$ cat config.mk
export PLATFORM = sky130hd
export DESIGN_NAME = lag_row_unit
export DESIGN_NICKNAME = d
export VERILOG_FILES = /design/src/sv/lag_pkg.sv /design/src/sv/lag_row_unit.sv
export SDC_FILE = /design/constraint.sdc
export NUM_CORES = 1
export LEC_CHECK = 0
export BUFFER_PORTS_ARGS = -buffer_cell sky130_fd_sc_hd__clkbuf_2
export CORE_MARGIN = 1
export CORE_UTILIZATION = 42
export DETAILED_ROUTE_END_ITERATION = 12
export GPL_TIMING_DRIVEN = 0
export SLEW_MARGIN = 20
export SYNTH_ARGS = -nofsm -noshare
export SYNTH_HDL_FRONTEND = slang
export SYNTH_SLANG_ARGS = --single-unit
$ cat constraint.sdc
create_clock -name vclk -period 4.9
set_clock_uncertainty 0.15 [all_clocks]
set_input_delay 0.245 -clock vclk [all_inputs]
set_output_delay 0.245 -clock vclk [all_outputs]
set_load 0.1 [all_outputs]
$ cat src/sv/lag_pkg.sv
// ----------------------------------------------------------------------------
// lag_pkg: shared types and constants for the life grid stepper
// Grid size, field widths, request/result structs, mode and register codes,
// and the sequencer state type.
// ----------------------------------------------------------------------------
package lag_pkg;

    // Grid storage size
    localparam int MAX_COLS  = 64;
    localparam int MAX_ROWS  = 64;

    // Fixed field widths
    localparam int CFG_W     = 7;
    localparam int COL_W     = 6;
    localparam int ROW_W     = 6;
    localparam int GEN_W     = 32;
    localparam int CFG_IDX_W = 1;

    // Derived widths
    localparam int ROW_IDX_W = $clog2(MAX_ROWS);
    localparam int COLS_CW   = $clog2(MAX_COLS + 1);
    localparam int ROWS_CW   = $clog2(MAX_ROWS + 1);
    localparam int AREA_W0   = (COLS_CW > ROWS_CW) ? COLS_CW : ROWS_CW;
    localparam int AREA_W    = (AREA_W0 > CFG_W) ? AREA_W0 : CFG_W;

    // Request modes
    localparam logic [1:0] MODE_WRITE    = 2'd0;
    localparam logic [1:0] MODE_READ     = 2'd1;
    localparam logic [1:0] MODE_ADVANCE  = 2'd2;
    localparam logic [1:0] MODE_READ_ALT = 2'd3;

    // Configuration register indexes
    localparam logic [CFG_IDX_W-1:0] CFG_IDX_WIDTH  = 1'b0;
    localparam logic [CFG_IDX_W-1:0] CFG_IDX_HEIGHT = 1'b1;

    typedef logic [MAX_COLS-1:0] t_row;

    typedef struct packed {
        logic [1:0]       mode;
        logic [COL_W-1:0] col;
        logic [ROW_W-1:0] row;
        logic             alive_in;
    } t_lag_in;

    typedef struct packed {
        logic             alive_out;
        logic [GEN_W-1:0] generation_count;
    } t_lag_out;

    typedef enum logic [2:0] {
        S_IDLE,
        S_CELL_DONE,
        S_ADV_LOAD1,
        S_ADV_ROW,
        S_ADV_END
    } t_lag_state;

endpackage

$ cat src/sv/lag_row_unit.sv
// ----------------------------------------------------------------------------
// lag_row_unit: next-generation row from a three-row window
// Applies B3/S23 to every column of one row; columns past the active width
// and the row itself, when outside the active height, come out dead.
// ----------------------------------------------------------------------------
module lag_row_unit (
    input  lag_pkg::t_row              i_above,
    input  lag_pkg::t_row              i_cur,
    input  lag_pkg::t_row              i_below,
    input  logic [lag_pkg::AREA_W-1:0] i_width,
    input  logic                       i_row_en,
    output lag_pkg::t_row              o_next
);
    import lag_pkg::*;

    t_row                col_mask;
    logic [MAX_COLS+1:0] ext_above;
    logic [MAX_COLS+1:0] ext_cur;
    logic [MAX_COLS+1:0] ext_below;
    t_row                next_raw;

    // Active column mask
    always_comb begin
        for (int c = 0; c < MAX_COLS; c++) begin
            col_mask[c] = (AREA_W'(c) < i_width);
        end
    end

    // Pad with a dead column on each side, hidden columns count as dead
    assign ext_above = {1'b0, i_above & col_mask, 1'b0};
    assign ext_cur   = {1'b0, i_cur   & col_mask, 1'b0};
    assign ext_below = {1'b0, i_below & col_mask, 1'b0};

    // Per-column neighbor count and rule
    always_comb begin
        logic [3:0] n;
        for (int c = 0; c < MAX_COLS; c++) begin
            n = 4'(ext_above[c]) + 4'(ext_above[c+1]) + 4'(ext_above[c+2])
              + 4'(ext_cur[c])                        + 4'(ext_cur[c+2])
              + 4'(ext_below[c]) + 4'(ext_below[c+1]) + 4'(ext_below[c+2]);
            next_raw[c] = (n == 4'd3) || ((n == 4'd2) && ext_cur[c+1]);
        end
    end

    assign o_next = i_row_en ? (next_raw & col_mask) : '0;

endmodule

==> flow_metrics.py, run 1 <==
metrics = {
    "sta": {
        "hold_viol": 0,
        "maxSlewHeadroom_pct": 25.05,
        "post-route-period-util_pct": 97.55,
        "max_slew.worst_pin.slew_ns": 1.124,
        "max_freq_mhz": 209.2,
        "fin_ws_ns": 0.1201,
        "rsz0062_at_grt": "yes",
        "setup_violations": 0,
        "drv_slew": 0,
        "min_period_ns": 4.780,
    },
    "floorplanning": {
        "ios": 264,
        "core_area_sq_um": 29640,
        "start_util_pct": 42.61,
        "die_area_sq_um": 30770,
        "rows": 63,
        "die_w_microns": 175.4,
        "die_y_microns": 175.4,
    },
    "placement": {
        "place_congestion": 0.8671,
        "pre_cts_slack_ns": -0.7850,
        "dp_hpwl_mm": 31.61,
        "io_buffers": 260,
        "postPlaceCellArea_sq_um": 15170,
    },
    "critical_path": {
        "path_max_fanout": 10,
        "crit_arrival_ns": 4.38,
        "path_class": "primary input to output pin",
        "start_kind": "primary input",
        "cp-end-kind": "output pin",
        "crit_end": "o_next[27]",
        "worstPathRequired_ns": 4.51,
        "crit_path_start": "i_width[5]",
    },
    "drt": {
        "vias_per_cell": 5.153,
        "vias": 10873,
        "postRouteAntennaNets": 0,
        "drc_errors": 0,
        "dr.pass1.iters": 5,
        "wire_per_inst_microns": 16.67,
        "drtIter0Drc": 443,
        "wl_mm": 35.18,
    },
    "global_route": {
        "grt.busiest_layer": "met2",
        "grt.total_usage_pct": 23.66,
        "gr-usage-met1_pct": 32.31,
        "grt_overflow": 0,
        "gr-usage-met2_pct": 40.20,
        "grt_pass1_wl_mm": 58.18,
        "antenna_found_initial": 6,
        "grt_use_met3_pct": 2.965,
        "grt_start_max_net_pins": 11,
        "grt_pass1_vias": 11534,
    },
    "synth": {
        "ys_warn_count": 0,
        "synthCells": 1431,
        "synth.distinct_cells": 52,
        "syn_avg_cell_area_sq_um": 8.825,
        "yosysSeqAreaShare_pct": 0,
        "synth_nets": 2071,
        "netlist_area_sq_um": 12630,
        "yosysTopAreaCell": "fa_1",
        "synthDominantCellAreaShare_pct": 39.95,
        "ys_top_cells_by_area": "fa_1 40%, ha_1 19%, inv_1 7.2%",
    },
    "finish": {
        "layout-drive-gt1-share_pct": 26.22,
        "area_delta_synth_final_pct": 28.07,
        "final.clkbuf_count": 0,
        "register_area_sq_um": 0,
        "nets": 2358,
        "seq_cells": 0,
        "design_area_sq_um": 16170,
    },
    "clock_network": {
        "hold_buffers": 0,
    },
    "pwr": {
        "leakage_nw": 8.480,
        "irDropWorstVdd_v": 0.0001622,
        "pwr_density_cell_nw_per_um2": 257.3,
    },
    "flow_run": {
        "drv_cap": 0,
    },
    "status": {
        "status": "complete, no violations",
    },
    "min_path": {
        "min_path_type": "primary input to output pin",
    },
}
[stage by stage]
stage / total power (W) / hold WS (ns) / TNS, ns / std cells / util (%)
floorplan: 0.003194 / 0.6885 / -1.424 / 1431 / -
global placement: 0.003845 / 0.8944 / -17.12 / 2081 / 51.10
detailed placement: 0.003974 / 0.8944 / -15.91 / 2082 / 51.17
CTS: 0.004118 / 0.8962 / -0.03148 / 2094 / 53.04
global route: 0.004699 / 0.9152 / -0.03642 / 2109 / 54.56
finish: 0.004162 / 0.8758 / 0 / 2110 / 54.57
[final cells by class]
class / instances / area [sq um]
fillers: 2771 / 13470
multi-input cells: 1157 / 12620
repair buffers: 286 / 1883
inverters: 241 / 904.6
well taps: 390 / 488.0
plain buffers: 32 / 271.5
diodes: 4 / 10.01
[synthesized netlist by cell type (2+ instances only)]
master	instances
clkbuf_1	11
and2_1	120
nand2_1	151
o21ai_1	12
nor3_1	2
nor4b_1	6
o31ai_1	3
o21a_1	4
a31o_2	4
a2111oi_0	8
a21oi_1	96
a21boi_0	3
ha_1	188
nor3b_1	10
a221oi_1	10
or3_1	3
buf_6	2
buf_2	15
a21o_1	13
nand2b_1	6
nor2_1	41
o2111ai_1	3
fa_1	252
buf_4	4
a31oi_1	2
o211a_1	28
nand3_1	29
o21ai_0	25
inv_1	241
nor2b_1	17
or2_2	21
a211oi_1	16
and3_1	35
o211ai_1	32
[kinds of logic (layout without fill, tap and decap cells)]
logic type               after synthesis  after routing  share of synthesized area, %
AND/OR/NAND/NOR                      452            452                         18.81
adder cells (fa/ha/maj)              440            440                         58.58
buffers and inverters                274            559                         8.541
AO/OA/AOI/OAI                        265            265                         14.08
other                                  0              4                             0
[worst max-delay path: stages]
cell	delay, ns
buf_2	0.17
buf_8	0.17
buf_6	0.17
nor4_1	0.52
a21oi_4	0.10
and2_1	0.22
fa_1	0.49
fa_1	0.55
fa_1	0.43
ha_1	0.22
fa_1	0.48
o211a_1	0.14
o211a_1	0.14
clkbuf_4	0.32
[metal layers]
metal	up-vias	routed length (microns)
met5	-	11
met2	249	16450
met4	2	829
met3	36	1858
met1	5266	16030
li1	5320	-
[worst min-delay path by stage]
stage              start          to  slack (ns)  cells after the start
2_1_floorplan  i_cur[16]  o_next[16]        0.69                      2
5_1_grt        i_cur[63]  o_next[63]        0.92                      4
6_report        i_cur[6]   o_next[6]        0.88                      4
3_3_place_gp   i_cur[63]  o_next[63]        0.89                      4
4_1_cts        i_cur[63]  o_next[63]        0.90                      4
3_5_place_dp   i_cur[63]  o_next[63]        0.89                      4
[what timing repair did]
| action | in CTS | in global routing |
|---|---|---|
| resized for setup | 118 | 132 |
| setup buffers | 12 | 13 |
| pin swaps | 4 | 15 |
| setup endpoints to repair | 57 | 62 |
| cloned | 0 | 0 |
[layout by cell type (no fill, tap or decap), types with 26 or more instances in the layout]
cell type and count:
clkbuf_4 26, clkbuf_2 200, nor2_1 41, fa_1 252, nand3_1 26, o211a_1 28
nand2_1 139, and2_1 119, o211ai_1 32, buf_4 30, and3_1 33, inv_1 241
ha_1 188, a21oi_1 83
[report_power, final]
| part | switching, W | total, W | internal, W |
|---|---|---|---|
| Sequential | 0 | 0 | 0 |
| Combinational | 0.00261 | 0.00416 | 0.00155 |
| Clock | 0 | 0.000000000109 | 0.000000000109 |
Note: power is estimated with default switching activity, not from simulation.
==> inputs of run 2 (changes only) <==
--- a/config.mk
+++ b/config.mk
@@ -12,2 +12,3 @@
 export GPL_TIMING_DRIVEN = 0
+export MAX_ROUTING_LAYER = met4
 export SLEW_MARGIN = 20
==> constraint.sdc (replaced) <==
create_clock -name vclk -period 4.9
set_clock_uncertainty 0.15 [all_clocks]
set_input_delay 0.49 -clock vclk [all_inputs]
set_output_delay 0.49 -clock vclk [all_outputs]
set_load 0.1 [all_outputs]
==> run 2 against run 1 <==
The flow now finishes with violations (negative setup slack). Non-clock buffer count up 95. Combinational power rose by 19%. Routed wire length up 6.6%.
==> flow_metrics.py, run 2 (synthesis results as in run 1) <==
metrics = {
    "global_route": {
        "grt_overflow": 0,
        "grt.total_usage_pct": 25.26,
        "antenna_found_initial": 1,
        "grt_start_max_net_pins": 11,
        "grt_pass1_wl_mm": 60.37,
        "grt_pass1_vias": 11959,
    },
    "drt": {
        "wl_mm": 37.50,
        "drtIter0Drc": 324,
        "drc_errors": 0,
        "vias_per_cell": 5.119,
        "vias": 11271,
        "postRouteAntennaNets": 0,
        "wire_per_inst_microns": 17.03,
        "dr.pass1.iters": 6,
    },
    "finish": {
        "seq_cells": 0,
        "register_area_sq_um": 0,
        "final_common_cell": "fa_1",
        "area_delta_synth_final_pct": 53.62,
        "final_cells": 2202,
        "nets": 2453,
        "layout-drive-gt1-share_pct": 45.33,
        "multi_input_area_sq_um": 13890,
        "nFillCells": 2453,
        "most-common-layout-cells": "226 x fa_1, 215 x inv_1, 193 x clkbuf_2",
        "final.clkbuf_count": 0,
    },
    "sta": {
        "drv_slew": 0,
        "whs_ns": 1.284,
        "post-route-period-util_pct": 103.2,
        "min_period_ns": 5.056,
        "rsz0062_at_grt": "yes",
        "max_slew.worst_pin.slew_ns": 1.114,
        "max_freq_mhz": 197.8,
        "fin_ws_ns": -0.1557,
        "setup_violations": 32,
        "hold_viol": 0,
        "maxSlewHeadroom_pct": 25.72,
    },
    "pwr": {
        "p_sw_w": 0.002835,
        "pwr_density_cell_nw_per_um2": 255.0,
        "swShare_pct": 57.32,
        "p_int_w": 0.002111,
        "p_comb_share_pct": 100.0,
        "p_clk_share_pct": 0,
        "seqPwrFrac_pct": 0,
        "irDropWorstVdd_v": 0.0002496,
        "leakage_nw": 9.415,
    },
    "critical_path": {
        "cpMostUsedCell": "fa_1",
        "path_max_fanout": 6,
        "path_class": "primary input to output pin",
        "worstPathRequired_ns": 4.26,
        "start_kind": "primary input",
        "crit_path_start": "i_width[4]",
        "crit_arrival_ns": 4.42,
        "cp-end-kind": "output pin",
        "worst_path_max_delay_cell": "fa_1",
        "max_stage_delay_ns": 0.51,
        "cp_cell_sequence": "buf_12, or3_4, clkbuf_16, buf_8, and3_4, fa_1, fa_1, inv_1, fa_1, inv_1, ha_2, fa_2, o211ai_1, a221oi_4, clkbuf_16",
    },
    "floorplanning": {
        "die_y_microns": 175.4,
        "start_util_pct": 42.61,
        "die_w_microns": 175.4,
        "rows": 63,
        "ios": 264,
        "die_area_sq_um": 30770,
        "core_area_sq_um": 29640,
    },
    "status": {
        "violations": "negative setup slack",
        "status": "complete, but fails checks",
    },
    "placement": {
        "placedCellCount": 2082,
        "place_congestion": 0.9046,
        "dp_hpwl_mm": 31.64,
        "io_buffers": 260,
    },
    "min_path": {
        "min_path_type": "primary input to output pin",
        "hp-start": "i_cur[48]",
    },
    "clock_network": {
        "hold_buffers": 0,
    },
    "flow_run": {
        "drv_cap": 0,
    },
}
## run 2: power groups by stage
stage / clock network, W / logic (W) / registers (W)
3_3_place_gp: 0 / 0.00406 / 0
3_5_place_dp: 0 / 0.00417 / 0
2_1_floorplan: 0 / 0.00339 / 0
5_1_grt: 0.0000000000273 / 0.00552 / 0
6_report: 0.0000000000273 / 0.00495 / 0
4_1_cts: 0 / 0.00474 / 0
## run 2: stage by stage
stage | cell area (sq um) | util, % | worst slack (ns) | TNS (ns) | power (W)
after floorplan | 14160 | - | -0.4278 | -11.18 | 0.003392
after global placement | 15950 | 53.82 | -0.8179 | -29.49 | 0.004062
after detailed placement | 15970 | 53.88 | -0.8466 | -31.51 | 0.004170
after CTS | 18320 | 61.80 | -0.1771 | -2.813 | 0.004738
after global routing | 19400 | 65.46 | -0.2839 | -8.440 | 0.005517
final | 19400 | 65.46 | -0.1557 | -1.812 | 0.004946
## run 2: routing by layer
metal	GRT usage, %	routed length (microns)	vias to the layer above
met5	-	0	-
met4	2.319	456	0
li1	-	-	5527
met3	2.229	1563	25
met1	33.26	16770	5523
met2	43.78	18710	196
## run 2: path summary, 6_finish.rpt
kind | end | slack (ns) | depth (start not counted)
min | o_next[48] | 1.28 | 4
max | o_next[23] | -0.16 | 15
## run 2: area by class of cell
cell class / instances / share of cell area [%]
well taps: 390 / 2.515
repair buffers: 381 / 18.62
inverters: 241 / 4.702
diodes: 1 / 0.01290
plain buffers: 32 / 2.548
multi-input cells: 1157 / 71.60
## run 2: worst max-delay path, delay by kind of cell
family	cells	cell delay (ns)
AO/OA/AOI/OAI	2	0.44
adder cells (fa/ha/maj)	5	2.15
buffers and inverters	6	0.75
AND/OR/NAND/NOR	2	0.56
## run 2: timing repair
action                                  in CTS  in global routing
cloned                                       3                  7
endpoints found under the setup margin      63                 62
pin swaps                                   73                107
setup buffers                               71                 40
resized for setup                          330                187
endpoints found under the hold margin        0                  0
==> inputs of run 3 (changes only) <==
ABC_AREA = 1   (was unset)
CAP_MARGIN = 10   (was unset)
==> run 3 against run 2 <==
The flow still finishes with violations (negative setup slack). Critical path type unchanged. Largest power group unchanged. Highest routed layer unchanged. Critical path depth increased by 3. Total power increased by 3.2%. Clock-buffer cell count unchanged.
==> flow_metrics.py, run 3 <==
metrics = {
    "global_route": {
        "grt.total_usage_pct": 25.15,
        "grt.busiest_layer": "met2",
        "antenna_found_initial": 3,
        "gr-usage-met2_pct": 43.46,
        "grt_start_max_net_pins": 11,
        "grt_overflow": 0,
        "gr-usage-met1_pct": 31.93,
        "grt_pass1_wl_mm": 61.43,
        "grt_pass1_vias": 12885,
        "grt_use_met3_pct": 2.427,
    },
    "critical_path": {
        "path_max_fanout": 8,
        "cp-end-kind": "output pin",
        "crit_end": "o_next[29]",
        "worstPathRequired_ns": 4.26,
        "path_class": "primary input to output pin",
        "start_kind": "primary input",
        "crit_arrival_ns": 4.37,
        "crit_path_start": "i_width[5]",
    },
    "placement": {
        "io_buffers": 262,
        "postPlaceCellArea_sq_um": 15200,
        "dp_hpwl_mm": 31.03,
        "place_congestion": 0.8912,
        "pre_cts_slack_ns": -1.542,
    },
    "sta": {
        "rsz0062_at_grt": "yes",
        "min_period_ns": 5.013,
        "post-route-period-util_pct": 102.3,
        "hold_viol": 0,
        "max_freq_mhz": 199.5,
        "fin_ws_ns": -0.1129,
        "drv_slew": 0,
        "maxSlewHeadroom_pct": 13.88,
        "max_slew.worst_pin.slew_ns": 1.292,
        "setup_violations": 19,
    },
    "synth": {
        "netlist_area_sq_um": 12860,
        "yosys-top-cells-count": "520 x inv_1, 381 x nand2_1, 252 x fa_1",
        "synthCells": 1767,
        "yosysSeqAreaShare_pct": 0,
        "yosysTopAreaCell": "fa_1",
        "ys_warn_count": 0,
        "synthDominantCellAreaShare_pct": 39.22,
        "synth.distinct_cells": 29,
        "yosysMostFrequentCell": "inv_1",
        "syn_avg_cell_area_sq_um": 7.279,
        "synth_nets": 2407,
        "ys_top_cells_by_area": "fa_1 39%, ha_1 18%, inv_1 15%",
    },
    "drt": {
        "vias_per_cell": 4.876,
        "drc_errors": 0,
        "wire_per_inst_microns": 15.36,
        "drtIter0Drc": 416,
        "postRouteAntennaNets": 0,
        "wl_mm": 39.26,
        "vias": 12463,
        "dr.pass1.iters": 5,
    },
    "floorplanning": {
        "core_area_sq_um": 29870,
        "ios": 264,
        "die_area_sq_um": 31330,
        "start_util_pct": 43.05,
        "die_y_microns": 177,
        "rows": 63,
        "die_w_microns": 177,
    },
    "status": {
        "violations": "negative setup slack",
        "status": "complete, but fails checks",
    },
    "finish": {
        "seq_cells": 0,
        "most-common-layout-cells": "436 x inv_1, 274 x nand2_1, 216 x fa_1",
        "nets": 2805,
        "final.clkbuf_count": 0,
        "layout-drive-gt1-share_pct": 39.99,
        "register_area_sq_um": 0,
        "final_common_cell": "inv_1",
        "area_delta_synth_final_pct": 53.82,
        "design_area_sq_um": 19790,
    },
    "pwr": {
        "leakage_nw": 10.55,
        "irDropWorstVdd_v": 0.0002988,
        "pwr_density_cell_nw_per_um2": 258.0,
    },
    "min_path": {
        "min_path_type": "primary input to output pin",
    },
    "clock_network": {
        "hold_buffers": 0,
    },
    "flow_run": {
        "drv_cap": 0,
    },
}
## run 3: area by class of cell
cell class,count,area (sq um)
antenna,3,7.507
buffer,15,188.9
fill,2435,10090
inverter,522,2076
multi-input combinational,1230,13160
tap,390,488.0
timing repair buffer,395,3854
timing repair inverter,1,7.507
## run 3: worst min path at each step
stage	from	endpoint	slack, ns	depth (start not counted)
4_1_cts	i_cur[25]	o_next[25]	1.35	4
5_1_grt	i_cur[29]	o_next[29]	1.30	4
3_3_place_gp	i_cur[63]	o_next[63]	1.42	4
6_report	i_cur[29]	o_next[29]	1.28	4
2_1_floorplan	i_cur[0]	o_next[0]	1.16	2
3_5_place_dp	i_cur[63]	o_next[63]	1.42	4
## run 3: metrics by stage
| stage | instances | hold WS, ns | utilization, % | setup TNS, ns | power (W) |
|---|---|---|---|---|---|
| 2_1_floorplan | 1767 | 1.159 | - | -1.040 | 0.003240 |
| 3_3_place_gp | 2419 | 1.422 | 50.81 | -62.17 | 0.003897 |
| 3_5_place_dp | 2420 | 1.419 | 50.89 | -50.24 | 0.004032 |
| 4_1_cts | 2495 | 1.354 | 60.27 | -0.8497 | 0.004654 |
| 5_1_grt | 2556 | 1.300 | 66.23 | -6.129 | 0.005676 |
| 6_report | 2556 | 1.284 | 66.23 | -0.8491 | 0.005104 |
## run 3: routing by layer
layer | vias up | part of all wire, %
met3 | 43 | 4.5
met1 | 6031 | 42
met5 | - | 0
li1 | 6112 | -
met2 | 277 | 51
met4 | 0 | 1.8
## run 3: logic make-up (layout without fill, tap and decap cells)
logic type,Yosys count,after routing,synth area share (%)
adder cells (fa/ha/maj),440,440,57.51
other,0,3,0
AO/OA/AOI/OAI,131,131,5.584
AND/OR/NAND/NOR,658,659,21.01
buffers and inverters,538,933,15.89
## run 3: repair_timing
| item | CTS | global route |
|---|---|---|
| pin swaps | 92 | 227 |
| gates resized for setup | 482 | 387 |
| setup endpoints to repair | 63 | 62 |
| buffers inserted | 72 | 61 |
| cloned | 3 | 0 |
## run 3: worst max-delay path: stages
cell       delay (ns)
clkbuf_16        0.14
nor2_4           0.19
buf_6            0.13
clkbuf_16        0.17
buf_6            0.12
o21ai_4          0.08
nand2_2          0.12
inv_2            0.05
fa_1             0.48
fa_1             0.53
fa_1             0.49
ha_2             0.21
fa_1             0.48
nand2_1          0.07
a21oi_2          0.14
nand3_2          0.10
a21oi_4          0.15
clkbuf_16        0.22
## run 3: power by group
part              internal (W)  switching (W)
Clock          0.0000000000819              0
Sequential                   0              0
Combinational          0.00209        0.00301
Total                  0.00209        0.00301
